**src/hw/rtl/spq_pkg.sv**
```systemverilog
// Shared types and constants for the stable priority queue.
// Used by spq_cell, stable_priority_queue and the testbench; depends on nothing else.
package spq_pkg;

  localparam int DEPTH     = 16;
  localparam int PRIO_BITS = 8;
  localparam int ID_BITS   = 16;

  // Field widths of the stream payloads.
  localparam int MODE_W     = 2;
  localparam int PRIO_W     = 8;
  localparam int ID_W       = 16;
  localparam int STATUS_W   = 2;
  localparam int TDATA_W    = 32;

  typedef enum logic [MODE_W-1:0] {
    MODE_INSERT = 2'd0,
    MODE_POP    = 2'd1,
    MODE_REMOVE = 2'd2,
    MODE_NOP    = 2'd3
  } mode_t;

  typedef enum logic [STATUS_W-1:0] {
    STATUS_OK   = 2'd0,
    STATUS_MISS = 2'd1,
    STATUS_FULL = 2'd2
  } status_t;

  typedef enum logic [1:0] {
    OP_HOLD   = 2'd0,
    OP_INSERT = 2'd1,
    OP_DELETE = 2'd2
  } op_t;

  typedef struct packed {
    logic                 vld;
    logic [PRIO_BITS-1:0] prio;
    logic [ID_BITS-1:0]   id;
  } entry_t;

  // Command broadcast to every cell of the chain.
  typedef struct packed {
    op_t                  op;
    logic                 pop;
    logic [PRIO_BITS-1:0] prio;
    logic [ID_BITS-1:0]   new_id;
    logic [ID_BITS-1:0]   tid;
  } cmd_t;

endpackage

```
**src/hw/rtl/spq_cell.sv**
```systemverilog
// One slot of the sorted chain: holds an entry and shifts with its neighbors.
// Depends on spq_pkg.
module spq_cell (
  input  logic           clk,
  input  logic           rst,
  input  spq_pkg::cmd_t  cmd,
  input  logic           head,
  input  spq_pkg::entry_t left_entry,
  input  logic           left_ge,
  input  spq_pkg::entry_t right_entry,
  input  logic           hit_in,
  input  spq_pkg::entry_t sel_in,
  output spq_pkg::entry_t entry,
  output logic           ge,
  output logic           hit_out,
  output spq_pkg::entry_t sel_out
);

  logic                          vld;
  logic                          vld_next;
  logic [spq_pkg::PRIO_BITS-1:0] prio;
  logic [spq_pkg::PRIO_BITS-1:0] prio_next;
  logic [spq_pkg::ID_BITS-1:0]   id;
  logic [spq_pkg::ID_BITS-1:0]   id_next;
  logic                          match;

  assign entry = '{vld: vld, prio: prio, id: id};

  // The chain is sorted, so ge is true on a prefix of the cells.
  assign ge    = vld && (prio >= cmd.prio);
  assign match = vld && (cmd.pop ? head : (id == cmd.tid));

  // Only the first match from the head is removed; later cells see hit_in.
  assign hit_out = hit_in || match;
  assign sel_out = hit_in ? sel_in : (match ? entry : '0);

  always_comb begin
    vld_next  = vld;
    prio_next = prio;
    id_next   = id;
    unique case (cmd.op)
      spq_pkg::OP_INSERT: begin
        if (!ge) begin
          if (head || left_ge) begin
            vld_next  = 1'b1;
            prio_next = cmd.prio;
            id_next   = cmd.new_id;
          end else begin
            vld_next  = left_entry.vld;
            prio_next = left_entry.prio;
            id_next   = left_entry.id;
          end
        end
      end
      spq_pkg::OP_DELETE: begin
        if (hit_out) begin
          vld_next  = right_entry.vld;
          prio_next = right_entry.prio;
          id_next   = right_entry.id;
        end
      end
      default: begin
      end
    endcase
  end

  always_ff @(posedge clk) begin
    if (rst) begin
      vld <= 1'b0;
    end else begin
      vld <= vld_next;
    end
  end

  always_ff @(posedge clk) begin
    prio <= prio_next;
    id   <= id_next;
  end

endmodule

```
**src/hw/rtl/stable_priority_queue.sv**
```systemverilog
// Stable priority queue built as a chain of sorted cells.
// A request is answered in the result register, which is loaded at the edge that takes it.
// Throughput: one request per cycle while results are taken; the cycle is set by
// the match flag and compare that ripple through all cells of the chain.
// Reset: synchronous; empties every cell and sets the next id to 1.
// Depends on spq_pkg and spq_cell.
module stable_priority_queue (
  input  logic                        clk,
  input  logic                        rst,
  input  logic                        s_tvalid,
  output logic                        s_tready,
  // [1:0] mode, [9:2] priority_req, [25:10] target_id, [31:26] zero
  input  logic [spq_pkg::TDATA_W-1:0] s_tdata,
  output logic                        m_tvalid,
  input  logic                        m_tready,
  // [1:0] status, [17:2] out_id, [25:18] out_priority, [31:26] zero
  output logic [spq_pkg::TDATA_W-1:0] m_tdata
);

  localparam int LAST = spq_pkg::DEPTH - 1;

  spq_pkg::entry_t entry_w [spq_pkg::DEPTH];
  spq_pkg::entry_t sel_w   [spq_pkg::DEPTH];
  logic [spq_pkg::DEPTH-1:0] ge_w;
  logic [spq_pkg::DEPTH-1:0] hit_w;
  logic [spq_pkg::DEPTH-1:0] vld_vec;

  spq_pkg::mode_t                mode;
  logic [spq_pkg::PRIO_BITS-1:0] req_prio;
  logic [spq_pkg::ID_BITS-1:0]   req_tid;
  logic                          s_acc;
  logic                          full;
  spq_pkg::cmd_t                 cmd;

  logic [spq_pkg::ID_BITS-1:0]   next_id;
  logic [spq_pkg::ID_BITS-1:0]   next_id_next;
  logic [spq_pkg::ID_BITS-1:0]   id_inc;

  logic                          m_valid;
  spq_pkg::status_t              res_status;
  logic [spq_pkg::ID_W-1:0]      res_id;
  logic [spq_pkg::PRIO_W-1:0]    res_prio;
  spq_pkg::status_t              out_status;
  logic [spq_pkg::ID_W-1:0]      out_id;
  logic [spq_pkg::PRIO_W-1:0]    out_prio;

  assign mode     = spq_pkg::mode_t'(s_tdata[1:0]);
  assign req_prio = spq_pkg::PRIO_BITS'(s_tdata[9:2]);
  assign req_tid  = spq_pkg::ID_BITS'(s_tdata[25:10]);

  assign s_tready = !m_valid || m_tready;
  assign s_acc    = s_tvalid && s_tready;
  assign full     = entry_w[LAST].vld;

  always_comb begin
    cmd.op     = spq_pkg::OP_HOLD;
    cmd.pop    = (mode == spq_pkg::MODE_POP);
    cmd.prio   = req_prio;
    cmd.new_id = next_id;
    cmd.tid    = req_tid;
    if (s_acc) begin
      unique case (mode)
        spq_pkg::MODE_INSERT: cmd.op = full ? spq_pkg::OP_HOLD : spq_pkg::OP_INSERT;
        spq_pkg::MODE_POP:    cmd.op = spq_pkg::OP_DELETE;
        spq_pkg::MODE_REMOVE: cmd.op = spq_pkg::OP_DELETE;
        spq_pkg::MODE_NOP:    cmd.op = spq_pkg::OP_HOLD;
      endcase
    end
  end

  for (genvar k = 0; k < spq_pkg::DEPTH; k++) begin : g_cell
    spq_pkg::entry_t left_entry;
    spq_pkg::entry_t right_entry;
    spq_pkg::entry_t sel_in;
    logic            left_ge;
    logic            hit_in;

    if (k == 0) begin : g_head
      assign left_entry = '0;
      assign left_ge    = 1'b0;
      assign hit_in     = 1'b0;
      assign sel_in     = '0;
    end else begin : g_body
      assign left_entry = entry_w[k-1];
      assign left_ge    = ge_w[k-1];
      assign hit_in     = hit_w[k-1];
      assign sel_in     = sel_w[k-1];
    end

    if (k == LAST) begin : g_tail
      assign right_entry = '0;
    end else begin : g_inner
      assign right_entry = entry_w[k+1];
    end

    spq_cell u_cell (
      .clk        (clk),
      .rst        (rst),
      .cmd        (cmd),
      .head       (k == 0),
      .left_entry (left_entry),
      .left_ge    (left_ge),
      .right_entry(right_entry),
      .hit_in     (hit_in),
      .sel_in     (sel_in),
      .entry      (entry_w[k]),
      .ge         (ge_w[k]),
      .hit_out    (hit_w[k]),
      .sel_out    (sel_w[k])
    );

    assign vld_vec[k] = entry_w[k].vld;
  end

  // Ids count up and skip zero.
  assign id_inc = next_id + 1'b1;
  always_comb begin
    next_id_next = next_id;
    if (cmd.op == spq_pkg::OP_INSERT) begin
      next_id_next = (id_inc == '0) ? spq_pkg::ID_BITS'(1) : id_inc;
    end
  end

  always_comb begin
    res_status = spq_pkg::STATUS_OK;
    res_id     = '0;
    res_prio   = '0;
    unique case (mode)
      spq_pkg::MODE_INSERT: begin
        if (full) begin
          res_status = spq_pkg::STATUS_FULL;
        end else begin
          res_id   = spq_pkg::ID_W'(next_id);
          res_prio = spq_pkg::PRIO_W'(req_prio);
        end
      end
      spq_pkg::MODE_POP, spq_pkg::MODE_REMOVE: begin
        if (hit_w[LAST]) begin
          res_id   = spq_pkg::ID_W'(sel_w[LAST].id);
          res_prio = spq_pkg::PRIO_W'(sel_w[LAST].prio);
        end else begin
          res_status = spq_pkg::STATUS_MISS;
        end
      end
      spq_pkg::MODE_NOP: begin
      end
    endcase
  end

  always_ff @(posedge clk) begin
    if (rst) begin
      next_id <= spq_pkg::ID_BITS'(1);
      m_valid <= 1'b0;
    end else begin
      next_id <= next_id_next;
      if (s_acc) begin
        m_valid <= 1'b1;
      end else if (m_tready) begin
        m_valid <= 1'b0;
      end
    end
  end

  always_ff @(posedge clk) begin
    if (s_acc) begin
      out_status <= res_status;
      out_id     <= res_id;
      out_prio   <= res_prio;
    end
  end

  assign m_tvalid = m_valid;
  assign m_tdata  = {6'd0, out_prio, out_id, out_status};

  // Occupied cells always form a run starting at the head.
  a_contiguous: assert property (@(posedge clk) disable iff (rst)
    ((vld_vec >> 1) & ~vld_vec) == '0)
    else $error("occupied cells are not contiguous from the head");

  // A successful insert grows the queue by exactly one entry.
  a_insert_grows: assert property (@(posedge clk) disable iff (rst)
    (cmd.op == spq_pkg::OP_INSERT) |=>
      ($countones(vld_vec) == $past($countones(vld_vec)) + 1))
    else $error("insert did not add exactly one entry");

  // A found delete shrinks the queue by exactly one entry.
  a_delete_shrinks: assert property (@(posedge clk) disable iff (rst)
    (cmd.op == spq_pkg::OP_DELETE && hit_w[LAST]) |=>
      ($countones(vld_vec) + 1 == $past($countones(vld_vec))))
    else $error("delete did not remove exactly one entry");

  // The id counter never holds zero.
  a_id_nonzero: assert property (@(posedge clk) disable iff (rst)
    next_id != '0)
    else $error("next id reached zero");

endmodule

```
**config.mk**
```make
export PLATFORM = sky130hd
export DESIGN_NAME = stable_priority_queue
export DESIGN_NICKNAME = d
export VERILOG_FILES = /design/src/hw/rtl/spq_pkg.sv /design/src/hw/rtl/spq_cell.sv /design/src/hw/rtl/stable_priority_queue.sv
export SDC_FILE = /design/constraint.sdc
export NUM_CORES = 2
export LEC_CHECK = 0
export BUFFER_PORTS_ARGS = -buffer_cell sky130_fd_sc_hd__buf_2
export CORE_MARGIN = 8
export CORE_UTILIZATION = 55
export DETAILED_ROUTE_END_ITERATION = 10
export GPL_ROUTABILITY_DRIVEN = 0
export MAX_ROUTING_LAYER = met4
export PLACE_DENSITY = 0.79
export SLEW_MARGIN = 20
export SYNTH_ARGS = -nofsm -noshare
export SYNTH_HDL_FRONTEND = slang
export SYNTH_SLANG_ARGS = --single-unit
```
**constraint.sdc**
```tcl
create_clock -name clk -period 5.9 [get_ports clk]
set_input_delay 0 -clock clk [delete_from_list [all_inputs] [get_ports clk]]
set_output_delay 0 -clock clk [all_outputs]
set_load 0.01 [all_outputs]
```
==> metrics.md <==
| Metric | Value |
|---|---|
| Relative slew margins | 0.154 |
| VDD IR max | between 200 and 250 µV |
| Top_reg_cell synth | edfxtp_1 |
| Vias | 29.1k |
| Compound-cell area share of the yosys netlist | 0.200 |
| XOR/XNOR Fraction of Synth Area | 0.0719 |
| Post-Synthesis Cell Area | 32,100 µm² |
| Crit path top cell by count | buf_4 |
| Pre-CTS setup slack | approximately 1.5 ns |
| Setup crit start | g_cell[6].u_cell.id[8]$_DFFE_PP_ |
| H-tree level count | 2 |
| Seq pwr share | 0.462 |
| Critical path required time | between 6 and 7 ns |
| Vias in the first global route | around 28k |
| Top cells by count, synth | 606 x a21oi_1, 512 x nand2_1, 410 x edfxtp_1 |
| Slew Limit Fails | 0 |
| Slowest CP cell | a21boi_2 |
| Synth Area in Adders | 0.0526 |
| Pre-antenna DRT Iters | 6 |
| HP Class | input port to flop |
| Synth-to-Final Area Change | 7.08% |
| Clock Skews | 0.0232 ns |
| Hold_sp | s_tdata[2] |
| Io pins | 70 |
| First-pass GRT wire length | about 160,000 µm |
| Overall power | 9.28 mW |
| CP Launch Type | flop |
| Fin. Hold Viols | 0 |
| Seq/Total Area, Yosys | 0.404 |
| EDFF count, synth | between 400 and 500 |
| Crit path depth | 12 |
| GR Util All Layers | 0.312 |
| R2R depth | 12 |
| Switch Pwr | 2.93 mW |
| Combinational family with the most area after synthesis | compound AO/OA/AOI/OAI gates |
| First DRT Iteration DRCs | roughly 4.4k |
| Most frequent cell after synthesis | a21oi_1 |
| Chip height | 258 µm |
| Avg Cell Area, Syn | between 8 and 9 µm² |
| Num CTS Buffers | 50 |
| Final WL | 106,000 µm |
| CP Capture Type | flop |
| Crit path max-delay family | simple AND/OR/NAND/NOR gates |
| CTS tree | built |
| Reg-to-reg endpoint | g_cell[14].u_cell.id[10]$_DFFE_PP_ |
| Gate count of the mapped netlist | 3,628 |
| Largest net degree at the start of global routing | 213 |
| Clock share of power | 0.334 |
| Post-DP HPWL | 74,700 µm |
| Routed Antenna Nets | 0 |
| Critical setup path kind | flop to flop |
| Num rows | 88 |
| Yosys top cell area share | 0.383 |
| Latest clock arrival within the worst-skew pair | 0.62 ns |
| Yosys top cell by area | edfxtp_1 |
| MaxCap Viol Count | 0 |
| Pwr/cell area | 270 nW/µm² |
| Yosys warns | 0 |
| Unrepaired setup endpoints after global routing | false |
| Gr ovfl total | 0 |
| Crit-path max FO | 26 |
| Die width | roughly 260 µm |
| #FFs+latches synth | 443 |
| Fin nets | 3,687 |
| Synth Area in Simple Gates | 0.184 |
| Least-Margin Pin Slew | 1.27 ns |
| Internal power | around 6.3 mW |
| Outcome | finished clean |
| Util after Layout | 0.597 |
| Critical path, cell by cell | xor2_1, or4_1, or4_1, o22ai_2, buf_4, or4b_4, or2_1, nor3_4, buf_4, a21oi_1, a21boi_2, buf_4 |
| Setup total negative slack | 0 ns |
| Final setup fails | 0 |
| Top cells by area, synth | edfxtp_1 38%, a21oi_1 9.4%, nand2_1 6.0% |
| Die area | approximately 66,000 µm² |
| Starting Density | 0.557 |
| Via-per-instance ratio | 6.74 |
| Clock Path Buffers | 3 |
| Library cells used by synthesis | 84 |
| Mux cell area share after synthesis | 0.0375 |
| # DRC | 0 |
| Area of the core | 57,700 µm² |
| P_leak | about 13 nW |
| Reg-to-Reg Start | g_cell[6].u_cell.id[8]$_DFFE_PP_ |
| Non-Filler Instances | 4,323 |
| Critical Path AT | 4.84 ns |
| Worst R2R Setup Slack | 1.35 ns |
| Initial antenna violation count | 2 |
| Sw Ratio | 0.316 |
| CP endpoint | g_cell[14].u_cell.id[10]$_DFFE_PP_ |
| Clk sink count | 443 |
| Clk slew on worst S/H paths | 0.06 ns |
| Port bufs | 57 |
| Clock root buffer | clkbuf_16 |
| Post-synth ARST share | 0 |
| F_max | between 0.2 and 0.25 GHz |
| Fin crit share | 0.771 |
| Logic pwr share | 0.204 |
| Proportion of layout cells with a drive suffix above 1 | 0.0748 |
| Final min period | 4.55 ns |
| Largest incremental delay on the critical path | 0.56 ns |
| Placed cell count | 4,216 |
| Worst path bufs/invs | 3 |
| Avg WL per Cell | 24.4 µm |
| Setup ws final | 1.35 ns |
## stage by stage
step	hold slack, ns	instance area, µm²
floorplan	0.129	32200
global placement	0.244	32700
detailed placement	0.250	32700
CTS	0.176	34400
global route	0.233	34400
finish	0.189	34400
## cells in the final DEF (no fill, tap or decap), types with 12 or more instances in the layout
cell and count:
clkbuf_16 51, nand3b_1 13, nor2_1 134, o221ai_1 28
or3_1 15, nand3_1 47, dfxtp_1 30, nand4_1 37
o21ai_1 17, xnor2_1 157, clkbuf_1 22, nor3_1 47
ha_1 134, a22oi_1 41, mux2_2 19, nor4_1 23
nor2b_1 266, a211oi_1 21, a21o_1 32, dlygate4sd3_1 12
a221oi_1 34, a31oi_1 39, buf_2 57, buf_4 62
inv_1 53, o22ai_1 17, nand2b_1 27, nand2_1 512
a21oi_1 602, edfxtp_1 410, o211ai_1 12, o21ai_0 180
mux2i_1 99, xor2_1 107
## flip-flops by register name (all words and copies together) (netlist names)
signal,count
g_cell.u_cell.prio,128
g_cell.u_cell.id,256
out_id,16
g_cell.u_cell.vld,16
out_prio,8
next_id,16
out_status,2
m_tvalid,1
## power by group through the flow
stage	Sequential, mW	Combinational [mW]	Clock, mW
after floorplan	4.19	1.34	0
after global placement	4.33	1.73	0
after detailed placement	4.33	1.80	0
after CTS	4.27	1.83	3.10
after global routing	4.32	2.05	3.21
final	4.29	1.89	3.10
## worst min-delay path, cell delays in order
cell	delay, ns
buf_2	0.34
mux2i_1	0.23
nor2_1	0.05
## worst min path at each step
| stage | endpoint | slack, ns | depth (start not counted) |
|---|---|---|---|
| 2_1_floorplan | m_tvalid$_SDFFE_PP0P_ | 0.13 | 2 |
| 3_3_place_gp | m_tvalid$_SDFFE_PP0P_ | 0.24 | 3 |
| 3_5_place_dp | m_tvalid$_SDFFE_PP0P_ | 0.25 | 3 |
| 4_1_cts | g_cell[15].u_cell.prio[0]$_SDFFCE_PP0P_ | 0.18 | 3 |
| 5_1_grt | g_cell[15].u_cell.prio[0]$_SDFFCE_PP0P_ | 0.23 | 3 |
| 6_report | g_cell[15].u_cell.prio[0]$_SDFFCE_PP0P_ | 0.19 | 3 |
## cell type report
class                           instances  area, µm²
Sequential cell                       443      13000
Tap cell                              765        957
Inverter                               54        203
Timing Repair Buffer                  135        958
Clock inverter                         10       76.3
Fill cell                            5050      23300
Antenna cell                            2       5.00
Multi-Input combinational cell       2832      17800
Clock buffer                           82       1480
## kinds of logic (layout without fill, tap and decap cells)
kind of cell / count (synthesis) / count (layout)
fa+ha+maj: 135 / 135
buf+inv: 358 / 281
flops: 443 / 443
simple gates: 1198 / 1198
mux: 118 / 118
compound gates: 1111 / 1111
xor+xnor: 264 / 264
other cells: 1 / 8
## timing repair
action | 4_1_cts | 5_1_grt
hold endpoints to repair | 49 | 0
setup buffers | 0 | 0
resized for setup | 0 | 0
hold buffers | 12 | 0
## layer usage
metal,share of wire,up-vias,GRT usage
met5,0,-,-
met4,0.056,0,0.156
met3,0.13,393,0.0591
met2,0.44,2170,0.461
met1,0.38,13722,0.408
li1,-,12861,-
No activity file was read; power rests on OpenSTA's default activity.
